<file path="src/rtl/tbcrg_pkg.sv">
package tbcrg_pkg;

    // Width of the signed working range used by the clipping arithmetic
    localparam int CW = 20;

    // Source tile width / height after dropping the pixel bits
    localparam int TILE_W = 13;

    // Clipped source column / row, which can pass 16 bits after a negative edge
    localparam int SRC_ADJ_W = 17;

    // Row count field wide enough for the largest destination map
    localparam int ROWS_MAX_W = 9;

    localparam int DST_W = 10;
    localparam int LEN_W = 6;
    localparam int MASK_W = 8;

    // One blit request
    typedef struct packed {
        logic signed [15:0] dest_x;
        logic signed [15:0] dest_y;
        logic        [15:0] src_x;
        logic        [15:0] src_y;
        logic signed [15:0] req_width;
        logic signed [15:0] req_height;
        logic        [15:0] src_width_pixels;
        logic        [15:0] src_height_pixels;
        logic               draw;
        logic        [2:0]  buffer_index;
    } t_in_item;

    // One row descriptor
    typedef struct packed {
        logic [31:0]       src_offset;
        logic [DST_W-1:0]  dst_offset;
        logic [LEN_W-1:0]  run_length;
        logic              op;
        logic              empty_res;
        logic              last;
        logic [MASK_W-1:0] dirty_mask;
    } t_out_item;

    // Clipped rectangle handed from the clip unit to the sequencer
    typedef struct packed {
        logic                  empty;
        logic [SRC_ADJ_W-1:0]  sx_adj;
        logic [SRC_ADJ_W-1:0]  sy_adj;
        logic [TILE_W-1:0]     srcw;
        logic [DST_W-1:0]      dst;
        logic [LEN_W-1:0]      len;
        logic [ROWS_MAX_W-1:0] rows;
    } t_clip;

    typedef enum logic [2:0] {
        ST_IDLE,
        ST_CLIP,
        ST_MUL,
        ST_ROWS,
        ST_EMPTY
    } t_state;

endpackage

</file>
<file path="src/rtl/tbcrg_clip.sv">
module tbcrg_clip
    import tbcrg_pkg::*;
#(
    parameter int MAP_COLS = 32,
    parameter int MAP_ROWS = 24
) (
    input  t_in_item i_req,
    output t_clip    o_clip
);

    localparam logic signed [CW-1:0] COLS_S = CW'(MAP_COLS);
    localparam logic signed [CW-1:0] ROWS_S = CW'(MAP_ROWS);

    logic [TILE_W-1:0]    srcw;
    logic [TILE_W-1:0]    srch;
    logic signed [CW-1:0] dx;
    logic signed [CW-1:0] dy;
    logic signed [CW-1:0] w_sel;
    logic signed [CW-1:0] h_sel;
    logic signed [CW-1:0] w_adj;
    logic signed [CW-1:0] h_adj;
    logic signed [CW-1:0] x;
    logic signed [CW-1:0] y;
    logic signed [CW-1:0] w_fin;
    logic signed [CW-1:0] h_fin;
    logic signed [CW-1:0] neg_dx;
    logic signed [CW-1:0] neg_dy;

    always_comb begin
        srcw = i_req.src_width_pixels[15:3];
        srch = i_req.src_height_pixels[15:3];
        dx   = CW'(i_req.dest_x);
        dy   = CW'(i_req.dest_y);
        neg_dx = -dx;
        neg_dy = -dy;

        // minus one selects the full source size
        w_sel = (i_req.req_width == -16'sd1) ?
                $signed({{(CW-TILE_W){1'b0}}, srcw}) : CW'(i_req.req_width);
        h_sel = (i_req.req_height == -16'sd1) ?
                $signed({{(CW-TILE_W){1'b0}}, srch}) : CW'(i_req.req_height);

        // negative destination edge pushes the source origin forward
        if (dx < 0) begin
            o_clip.sx_adj = {1'b0, i_req.src_x} + neg_dx[SRC_ADJ_W-1:0];
            w_adj         = w_sel + dx;
            x             = '0;
        end else begin
            o_clip.sx_adj = {1'b0, i_req.src_x};
            w_adj         = w_sel;
            x             = dx;
        end
        if (dy < 0) begin
            o_clip.sy_adj = {1'b0, i_req.src_y} + neg_dy[SRC_ADJ_W-1:0];
            h_adj         = h_sel + dy;
            y             = '0;
        end else begin
            o_clip.sy_adj = {1'b0, i_req.src_y};
            h_adj         = h_sel;
            y             = dy;
        end

        // far edges of the destination map
        w_fin = (x + w_adj > COLS_S) ? COLS_S - x : w_adj;
        h_fin = (y + h_adj > ROWS_S) ? ROWS_S - y : h_adj;

        o_clip.empty = (w_fin <= 0) || (h_fin <= 0);
        o_clip.srcw  = srcw;
        o_clip.dst   = x[DST_W-1:0] + y[DST_W-1:0] * DST_W'(MAP_COLS);
        o_clip.len   = w_fin[LEN_W-1:0];
        o_clip.rows  = h_fin[ROWS_MAX_W-1:0];
    end

endmodule

</file>
<file path="src/rtl/tilemap_blit_clip_row_generator_top.sv">
// Tile-rectangle blit row generator. Each accepted request is clipped to the
// MAP_COLS by MAP_ROWS destination map, then one row descriptor per clipped
// row is sent out (source offset, destination offset, run length, copy or
// clear), the final one flagged with last; an empty clip gives a single
// result with empty_res and last set. The buffer's bit is set in the dirty
// mask as the request is taken. A single 32-bit adder first forms the
// starting source offset by shift-and-add over the source width in tiles,
// then steps it by the source width for each row; an output stall holds the
// current row. Requests are not taken while one is in progress.
module tilemap_blit_clip_row_generator_top
    import tbcrg_pkg::*;
#(
    parameter int MAP_COLS    = 32,
    parameter int MAP_ROWS    = 24,
    parameter int NUM_BUFFERS = 8
) (
    input  logic      i_clk,
    input  logic      i_rst_n,
    input  logic      i_in_valid,
    output logic      o_in_ready,
    input  t_in_item  i_in_data,
    output logic      o_out_valid,
    input  logic      i_out_ready,
    output t_out_item o_out_data
);

    localparam int ROW_W = $clog2(MAP_ROWS + 1);

    t_state             r_state, n_state;
    t_in_item           r_req, n_req;
    logic [MASK_W-1:0]  r_dirty, n_dirty;
    logic [31:0]        r_so, n_so;
    logic [31:0]        r_mcand, n_mcand;
    logic [TILE_W-1:0]  r_mplier, n_mplier;
    logic [TILE_W-1:0]  r_srcw, n_srcw;
    logic [DST_W-1:0]   r_dst, n_dst;
    logic [LEN_W-1:0]   r_len, n_len;
    logic [ROW_W-1:0]   r_rows_left, n_rows_left;
    logic               r_op, n_op;

    t_clip              clip;
    logic [31:0]        addend;
    logic [31:0]        sum;

    tbcrg_clip #(
        .MAP_COLS (MAP_COLS),
        .MAP_ROWS (MAP_ROWS)
    ) u_clip (
        .i_req  (r_req),
        .o_clip (clip)
    );

    // shared adder: multiply steps, then per-row stride
    always_comb begin
        if (r_state == ST_MUL) begin
            addend = r_mplier[0] ? r_mcand : '0;
        end else begin
            addend = {{(32-TILE_W){1'b0}}, r_srcw};
        end
        sum = r_so + addend;
    end

    // sequencer
    always_comb begin
        n_state     = r_state;
        n_req       = r_req;
        n_dirty     = r_dirty;
        n_so        = r_so;
        n_mcand     = r_mcand;
        n_mplier    = r_mplier;
        n_srcw      = r_srcw;
        n_dst       = r_dst;
        n_len       = r_len;
        n_rows_left = r_rows_left;
        n_op        = r_op;
        o_in_ready  = 1'b0;
        o_out_valid = 1'b0;

        o_out_data.src_offset = r_so;
        o_out_data.dst_offset = r_dst;
        o_out_data.run_length = r_len;
        o_out_data.op         = r_op;
        o_out_data.empty_res  = 1'b0;
        o_out_data.last       = (r_rows_left == ROW_W'(1));
        o_out_data.dirty_mask = r_dirty;

        unique case (r_state)
            ST_IDLE: begin
                o_in_ready = 1'b1;
                if (i_in_valid) begin
                    n_req   = i_in_data;
                    n_state = ST_CLIP;
                    if (32'(i_in_data.buffer_index) < NUM_BUFFERS) begin
                        n_dirty = r_dirty | (MASK_W'(1) << i_in_data.buffer_index);
                    end
                end
            end
            ST_CLIP: begin
                n_so        = 32'(clip.sx_adj);
                n_mcand     = 32'(clip.sy_adj);
                n_mplier    = clip.srcw;
                n_srcw      = clip.srcw;
                n_dst       = clip.dst;
                n_len       = clip.len;
                n_rows_left = clip.rows[ROW_W-1:0];
                n_op        = r_req.draw;
                n_state     = clip.empty ? ST_EMPTY : ST_MUL;
            end
            ST_MUL: begin
                // shift-and-add of source row times source width
                if (r_mplier == '0) begin
                    n_state = ST_ROWS;
                end else begin
                    n_so     = sum;
                    n_mcand  = r_mcand << 1;
                    n_mplier = r_mplier >> 1;
                end
            end
            ST_ROWS: begin
                o_out_valid = 1'b1;
                if (i_out_ready) begin
                    n_so        = sum;
                    n_dst       = r_dst + DST_W'(MAP_COLS);
                    n_rows_left = r_rows_left - ROW_W'(1);
                    if (r_rows_left == ROW_W'(1)) begin
                        n_state = ST_IDLE;
                    end
                end
            end
            ST_EMPTY: begin
                o_out_valid           = 1'b1;
                o_out_data.src_offset = '0;
                o_out_data.dst_offset = '0;
                o_out_data.run_length = '0;
                o_out_data.op         = 1'b0;
                o_out_data.empty_res  = 1'b1;
                o_out_data.last       = 1'b1;
                if (i_out_ready) begin
                    n_state = ST_IDLE;
                end
            end
            default: begin
                n_state = ST_IDLE;
            end
        endcase
    end

    // control state
    always_ff @(posedge i_clk) begin
        if (!i_rst_n) begin
            r_state <= ST_IDLE;
            r_dirty <= '0;
        end else begin
            r_state <= n_state;
            r_dirty <= n_dirty;
        end
    end

    // datapath registers
    always_ff @(posedge i_clk) begin
        r_req       <= n_req;
        r_so        <= n_so;
        r_mcand     <= n_mcand;
        r_mplier    <= n_mplier;
        r_srcw      <= n_srcw;
        r_dst       <= n_dst;
        r_len       <= n_len;
        r_rows_left <= n_rows_left;
        r_op        <= n_op;
    end

    // checks
    a_ready_excl: assert property (@(posedge i_clk) disable iff (!i_rst_n)
        o_in_ready |-> !o_out_valid)
        else $error("input ready while a result is pending");

    a_rows_nonzero: assert property (@(posedge i_clk) disable iff (!i_rst_n)
        (r_state == ST_ROWS) |-> (r_rows_left != '0))
        else $error("row state entered with no rows left");

    a_empty_last: assert property (@(posedge i_clk) disable iff (!i_rst_n)
        (o_out_valid && o_out_data.empty_res) |-> o_out_data.last)
        else $error("empty result not marked last");

    a_dirty_sticky: assert property (@(posedge i_clk) disable iff (!i_rst_n)
        $past(i_rst_n) |-> ((r_dirty & $past(r_dirty)) == $past(r_dirty)))
        else $error("dirty mask lost a bit");

endmodule

</file>
<file path="config.mk">
export PLATFORM = sky130hd
export DESIGN_NAME = tilemap_blit_clip_row_generator_top
export DESIGN_NICKNAME = d
export VERILOG_FILES = /design/src/rtl/tbcrg_pkg.sv /design/src/rtl/tbcrg_clip.sv /design/src/rtl/tilemap_blit_clip_row_generator_top.sv
export SDC_FILE = /design/constraint.sdc
export NUM_CORES = 1
export LEC_CHECK = 0
export ABC_AREA = 1
export BUFFER_PORTS_ARGS = -buffer_cell sky130_fd_sc_hd__clkbuf_2
export CAP_MARGIN = 25
export CORE_MARGIN = 3
export CORE_UTILIZATION = 40
export DETAILED_ROUTE_END_ITERATION = 6
export GPL_TIMING_DRIVEN = 1
export SLEW_MARGIN = 0
export SYNTH_ARGS = -nofsm -noshare
export SYNTH_HDL_FRONTEND = slang
export SYNTH_SLANG_ARGS = --single-unit
</file>
<file path="constraint.sdc">
create_clock -name i_clk -period 7.3 [get_ports i_clk]
set_input_delay 1.095 -clock i_clk [delete_from_list [all_inputs] [get_ports i_clk]]
set_output_delay 1.095 -clock i_clk [all_outputs]
set_load 0.005 [all_outputs]
</file>
Word level (Yosys, flattened, before mapping)
Cells that the tools add are included.

storage, ports and cells
  register bits after elaboration = 252
  input port bits = 136
  output and inout port bits = 61
  word-level logic and storage cells = 99

operators by class
  $add $sub $neg = 14
  magnitude comparators = 6
  eq/ne operators = 13
  shifts and indexed selects = 1
  mux-type cells = 33
  bitwise operators = 1
  reductions and logical operators = 12

operators by type and width
  cell                                                                                number
  20-bit two-way mux                                                                  8
  32-bit two-way mux                                                                  5
  32-bit one-hot mux with 3 select lines                                              1
  32-bit one-hot mux with 2 select lines                                              1
  51-bit two-way mux                                                                  1
  20-bit by 16-bit adder with 20-bit output                                           2
  20-bit adder                                                                        2
  20-bit by 1-bit less-or-equal comparator with 1-bit output (second input constant)  2
  16-bit by 17-bit adder with 17-bit output                                           2
  17-bit two-way mux                                                                  2
  16-bit negation with 17-bit output                                                  2
  32-bit adder                                                                        1
  16-bit by 1-bit == test with 1-bit output (second input constant)                   2
  16-bit by 1-bit < comparator with 1-bit output (second input constant)              2
  13-bit one-hot mux with 2 select lines                                              1
  20-bit by 6-bit greater-than comparator with 1-bit output (second input constant)   1
  20-bit by 7-bit greater-than comparator with 1-bit output (second input constant)   1
  10-bit one-hot mux with 2 select lines                                              1
  6-bit by 20-bit subtractor with 20-bit output (first input constant)                1
  7-bit by 20-bit subtractor with 20-bit output (first input constant)                1
  3-bit two-way mux                                                                   6
  3-bit one-hot mux with 5 select lines                                               1
  13-bit logical NOT                                                                  1
  13-bit two-way mux                                                                  1
  23 further kinds                                                                    32

Logic depth before layout (Yosys ltp)
  word-level depth = 11
  gate-level depth with buffers = 41
  depth with buffers taken out = 41

Cells and area by module
A second synthesis with hierarchy kept.

second synthesis, totals
  cell total of the unflattened synthesis = 2701
  area total of the unflattened synthesis = 19655.1 um^2

by module, submodules not included
  module                               times used  cells an instance  area each (um^2)  seq. area each (um^2)
  tilemap_blit_clip_row_generator_top  1           1256               11986.5           7547.2
  tbcrg_clip                           1           1445               7668.6            0.0

Least setup slack after synthesis
OpenSTA, ideal clock, no wires.

  path kind = reg2reg
  start point = reg r_req[67] (netlist bit)
  end point = reg r_state[2]
  library setup time = 68 ps
  data arrival time = 4700 ps
  data required time = 7232 ps
  setup slack = 2532 ps
  cell stages (with the launch flop) = 37
  buffers on the path = 2
  period minus slack after synthesis = 4768 ps
  path through = edfxtp_1 -> inv_2 -> nor3_1 -> nand2_1 -> nor2_2 -> inv_1 -> clkbuf_1 -> o21a_1 -> ha_1 -> a21o_1 -> a21oi_1 -> nand2_1 -> a21oi_1 -> xor2_1 -> nand2_1 -> o21ai_0 -> inv_1 -> ha_1 -> nand2_2 -> nor2_4 -> nand4_1 -> nand3b_1 -> nand2_1 -> nand2_1 -> nand4_2 -> a21oi_2 -> nand3_4 -> nand2_4 -> buf_6 -> nand2_1 -> nand2_1 -> nand2_1 -> nor2_1 -> nand3_1 -> nand2_1 -> nand2_1 -> a21oi_2

on the way
  longest elaborated chain between the ends = 11

RTL lines
  item                                                            RTL line                                    RTL
  start: declaration                                              tilemap_blit_clip_row_generator_top.sv:30   t_in_item r_req, n_req;
  start signal: assignment                                        tilemap_blit_clip_row_generator_top.sv:161  r_req <= n_req;
  16-bit by 1-bit == test with 1-bit output                       tbcrg_clip.sv:38                            w_sel = (i_req.req_width == -16'sd1) ?
  20-bit two-way mux (*)                                          tbcrg_clip.sv:38
  20-bit by 16-bit adder with 20-bit output                       tbcrg_clip.sv:46                            w_adj = w_sel + dx;
  20-bit two-way mux (*)                                          tbcrg_clip.sv:44                            if (dx < 0) begin
  20-bit adder                                                    tbcrg_clip.sv:64                            w_fin = (x + w_adj > COLS_S) ? COLS_S - x : w_adj;
  20-bit by 7-bit greater-than comparator with 1-bit output       tbcrg_clip.sv:64
  20-bit two-way mux (*)                                          tbcrg_clip.sv:64
  20-bit by 1-bit less-or-equal comparator with 1-bit output (*)  tbcrg_clip.sv:67                            o_clip.empty = (w_fin <= 0) || (h_fin <= 0);
  1-bit logical OR (*)                                            tbcrg_clip.sv:67
  3-bit two-way mux (*)                                           tilemap_blit_clip_row_generator_top.sv:107  n_state = clip.empty ? ST_EMPTY : ST_MUL;
  3-bit one-hot mux with 5 select lines (*)                       tilemap_blit_clip_row_generator_top.sv:87   unique case (r_state)
  end signal: assignment                                          tilemap_blit_clip_row_generator_top.sv:154  r_state <= n_state;
  end: declaration                                                tilemap_blit_clip_row_generator_top.sv:29   t_state r_state, n_state;

Every way passes the cells marked *; elsewhere a longest branch is shown, timed or not.
A chain may end at the register's enable or synchronous reset.

Worst setup path in the final report
  start point = reg r_req[61] (netlist bit)
  end point = reg r_state[2]

The elaborated chain is that of the path after synthesis.

==> impl_results.md <==
* Compound-cell area share of the yosys netlist at 0.130
* Clock power frac at 0.179
* Fin cells at 3022
* Total I/O pin count at 197
* Post-Synth Adder-Cell Area at 0.106
* Reg clk slew, reported paths at 0.06 ns
* Leak at 0.00962 uW
* Starting Density at 0.407
* Vias/cell at 5.06
* Clk root buf: clkbuf_16
* Slew Viols, Final at 0
* Asr flop ratio synth at 0
* Hold WS at 0.437 ns
* Peak Freq at 0.165 GHz
* HPWL Detailed at 38.9 mm
* Worst EP arrival at 6.54 ns
* RSZ-0062 raised after global routing: false
* Worst Hold Class: reg2reg
* Die span in y at 216 um
* Maximum vdd ir drop at 0.000213 V
* Post-Synth Simple-Gate Area at 0.223
* Max stage delay on crit path at 0.44 ns
* Net Sw Frac at 0.446
* Num CTS Buffers at 29
* Syn avg cell area at 7.91 um2
* Multi-input logic area at 8780 um2
* Cell mode on critical path: nand2_1
* Largest net degree at the start of global routing at 66
* Relative slew slack at 0.415
* Crit path launch type: flip-flop
* Synthesis-to-layout area growth at 14.6%
* CTS Hold Bufs at 0
* H-tree depth at 1
* Fin nets at 2695
* Total clock sinks at 246
* Sequential element share of the synthesized area at 0.413
* Total core area at 43300 um2
* Vias in the first global route at 14718
* Setup Fix Bufs, Post-CTS at 0
* WL final at 49.5 mm
* Dominant synthesized flop cell: edfxtp_1
* Area of the die at 46600 um2
* Bufs on Longest Clock Path at 3
* First-pass GRT wire length at 77.6 mm
* # diodes at 0
* Die outline width at 216 um
* Initial antenna violation count at 1
* Most common cell after layout, fill and taps aside: nand2_1
* Cell area after synthesis at 17600 um2
* #FFs+latches synth at 246
* Max-Cap Viols at 0
* Final Total Pwr at 8260 uW
* Insertion delay to the later sink of the worst-skew pair at 0.56 ns
* CP max-delay cell: ha_1
* Fraction of layout cells with a size suffix above 1 at 0.127
* Largest family of logic cells by synthesized area: simple AND/OR/NAND/NOR gates
* DRC at 0
* Post-synthesis cell count at 2229
* Post-synthesis mux area share at 0
* CTS tree: done
* Final Skew at 0.00853 ns
* DRT antenna net count at 0
* CP max FO at 14
* Post-synthesis net count at 2509
* Post-synth EDFFs at 235
* Finished Core Util at 0.467
* Count of cell types in the netlist at 51
* Critical Path End Type: flip-flop
* Setup TNS at 0 ns
* Post-layout min period at 6.05 ns
* First drt pass iteration count at 6
* Final hold viol count at 0
* Commonest non-fill, non-tap cells in the layout: nand2_1, inv_1, nor2_1
* Port Buffers at 190
* Sequential Area at 7280 um2
* PD cells at 409 nW/um2
* Final Cycle Share at 0.829
* Internal cell power at 4570 uW
* Critical Path RT at 7.79 ns
* Psw at 3690 uW
* Global route total overflow at 0
* Number of cell rows at 76
* Placed Cells incl. Taps at 2969
* Vias post-DR at 15302
* Post-DR wirelength/cell at 16.4 um
* Filler cells at 4273
* Final Wtd Congestion at 0.917
* # setup viols final at 0
* Post-CTS sizing at 0
* Seq pwr share at 0.299
* DRT iter0 DRCs at 1139
* Worst slew pin tran at 0.876 ns
* Status: completed
* Total GRT Usage at 0.208
* Combinational Power Share at 0.522
* Crit Path Class: reg2reg
* XOR/XNOR share of the synthesized area at 0.0383
* Warnings from Yosys at 0
[worst paths after layout]
path	startpoint	depth (start not counted)	end	slack, ns
min reg2reg	r_req[3]$_DFFE_PP_	0	r_op$_DFFE_PP_	0.44
min	r_req[3]$_DFFE_PP_	0	r_op$_DFFE_PP_	0.44
max	r_req[61]$_DFFE_PP_	38	r_state[2]$_SDFFE_PN0P_	1.25
max reg2reg	r_req[61]$_DFFE_PP_	38	r_state[2]$_SDFFE_PN0P_	1.25
[routing by layer]
| layer | vias to the layer above | GRT usage | routed length (um) |
|---|---|---|---|
| met5 | - | 0 | 0 |
| met4 | 0 | 0.0589 | 1240 |
| met3 | 68 | 0.0258 | 2500 |
| met2 | 387 | 0.349 | 23100 |
| met1 | 7093 | 0.284 | 22700 |
| li1 | 7754 | - | - |
[sequential cells by signal, summed over array words and instances (netlist names)]
register and flops:
r_dirty 8, r_dst 10, r_len 6, r_mcand 32, r_mplier 13, r_op 1, r_req 123, r_rows_left 5
r_so 32, r_srcw 13, r_state 3
[power by group through the flow]
stage               Clock, uW  Combinational [uW]  Sequential, uW
floorplan                   0                3180            2390
global placement            0                4200            2490
detailed placement          0                4280            2500
CTS                      1530                4310            2470
global route             1590                4910            2510
finish                   1480                4310            2470
[area by class of cell]
type / instances / share of cell area
clock buffers: 31 / 0.0363
clock inverters: 22 / 0.0114
inverters: 373 / 0.0694
multi-input cells: 1562 / 0.434
flip-flops and latches: 246 / 0.360
well taps: 585 / 0.0362
repair buffers: 203 / 0.0519
[synth_stat cells (all sizes together), types with 7 or more instances]
| library cell | number | share of area |
|---|---|---|
| o21ai | 184 | 0.053 |
| a21oi | 152 | 0.045 |
| dfxtp | 11 | 0.012 |
| fa | 8 | 0.0091 |
| edfxtp | 235 | 0.40 |
| nand4 | 21 | 0.0082 |
| buf | 10 | 0.0029 |
| nand3 | 99 | 0.030 |
| nand3b | 13 | 0.0055 |
| o21a | 21 | 0.0089 |
| or2 | 10 | 0.0035 |
| o211ai | 18 | 0.0077 |
| nor2 | 244 | 0.054 |
| nor3 | 38 | 0.011 |
| clkbuf | 38 | 0.0081 |
| nand2 | 492 | 0.11 |
| xor2 | 51 | 0.025 |
| nor4 | 7 | 0.0025 |
| inv | 371 | 0.079 |
| xnor2 | 26 | 0.013 |
| o21bai | 9 | 0.0038 |
| ha | 136 | 0.097 |
[through the flow]
step | area [um2] | setup WS, ns
floorplan | 17600 | 2.53
global placement | 19200 | 1.53
detailed placement | 19200 | 1.38
CTS | 20200 | 1.33
global route | 20200 | 0.700
finish | 20200 | 1.25
[cell families (layout without fill, tap and decap cells)]
| family | after synthesis | in the layout |
|---|---|---|
| AOI/OAI and AO/OA | 413 | 413 |
| xor gates and xnor gates | 77 | 77 |
| buffers and inverters | 421 | 629 |
| adders and majority gates | 144 | 144 |
| DFF | 246 | 246 |
| and+or+nand+nor | 928 | 928 |
[worst max-delay path: cells and delay by family (launching register included)]
family,cells,cell delay [ns]
and+or+nand+nor,26,3.17
AOI/OAI and AO/OA,6,1.23
adders and majority gates,2,0.72
buffers and inverters,4,0.50
DFF,1,0.36
Power figures use the tool's default switching activity.
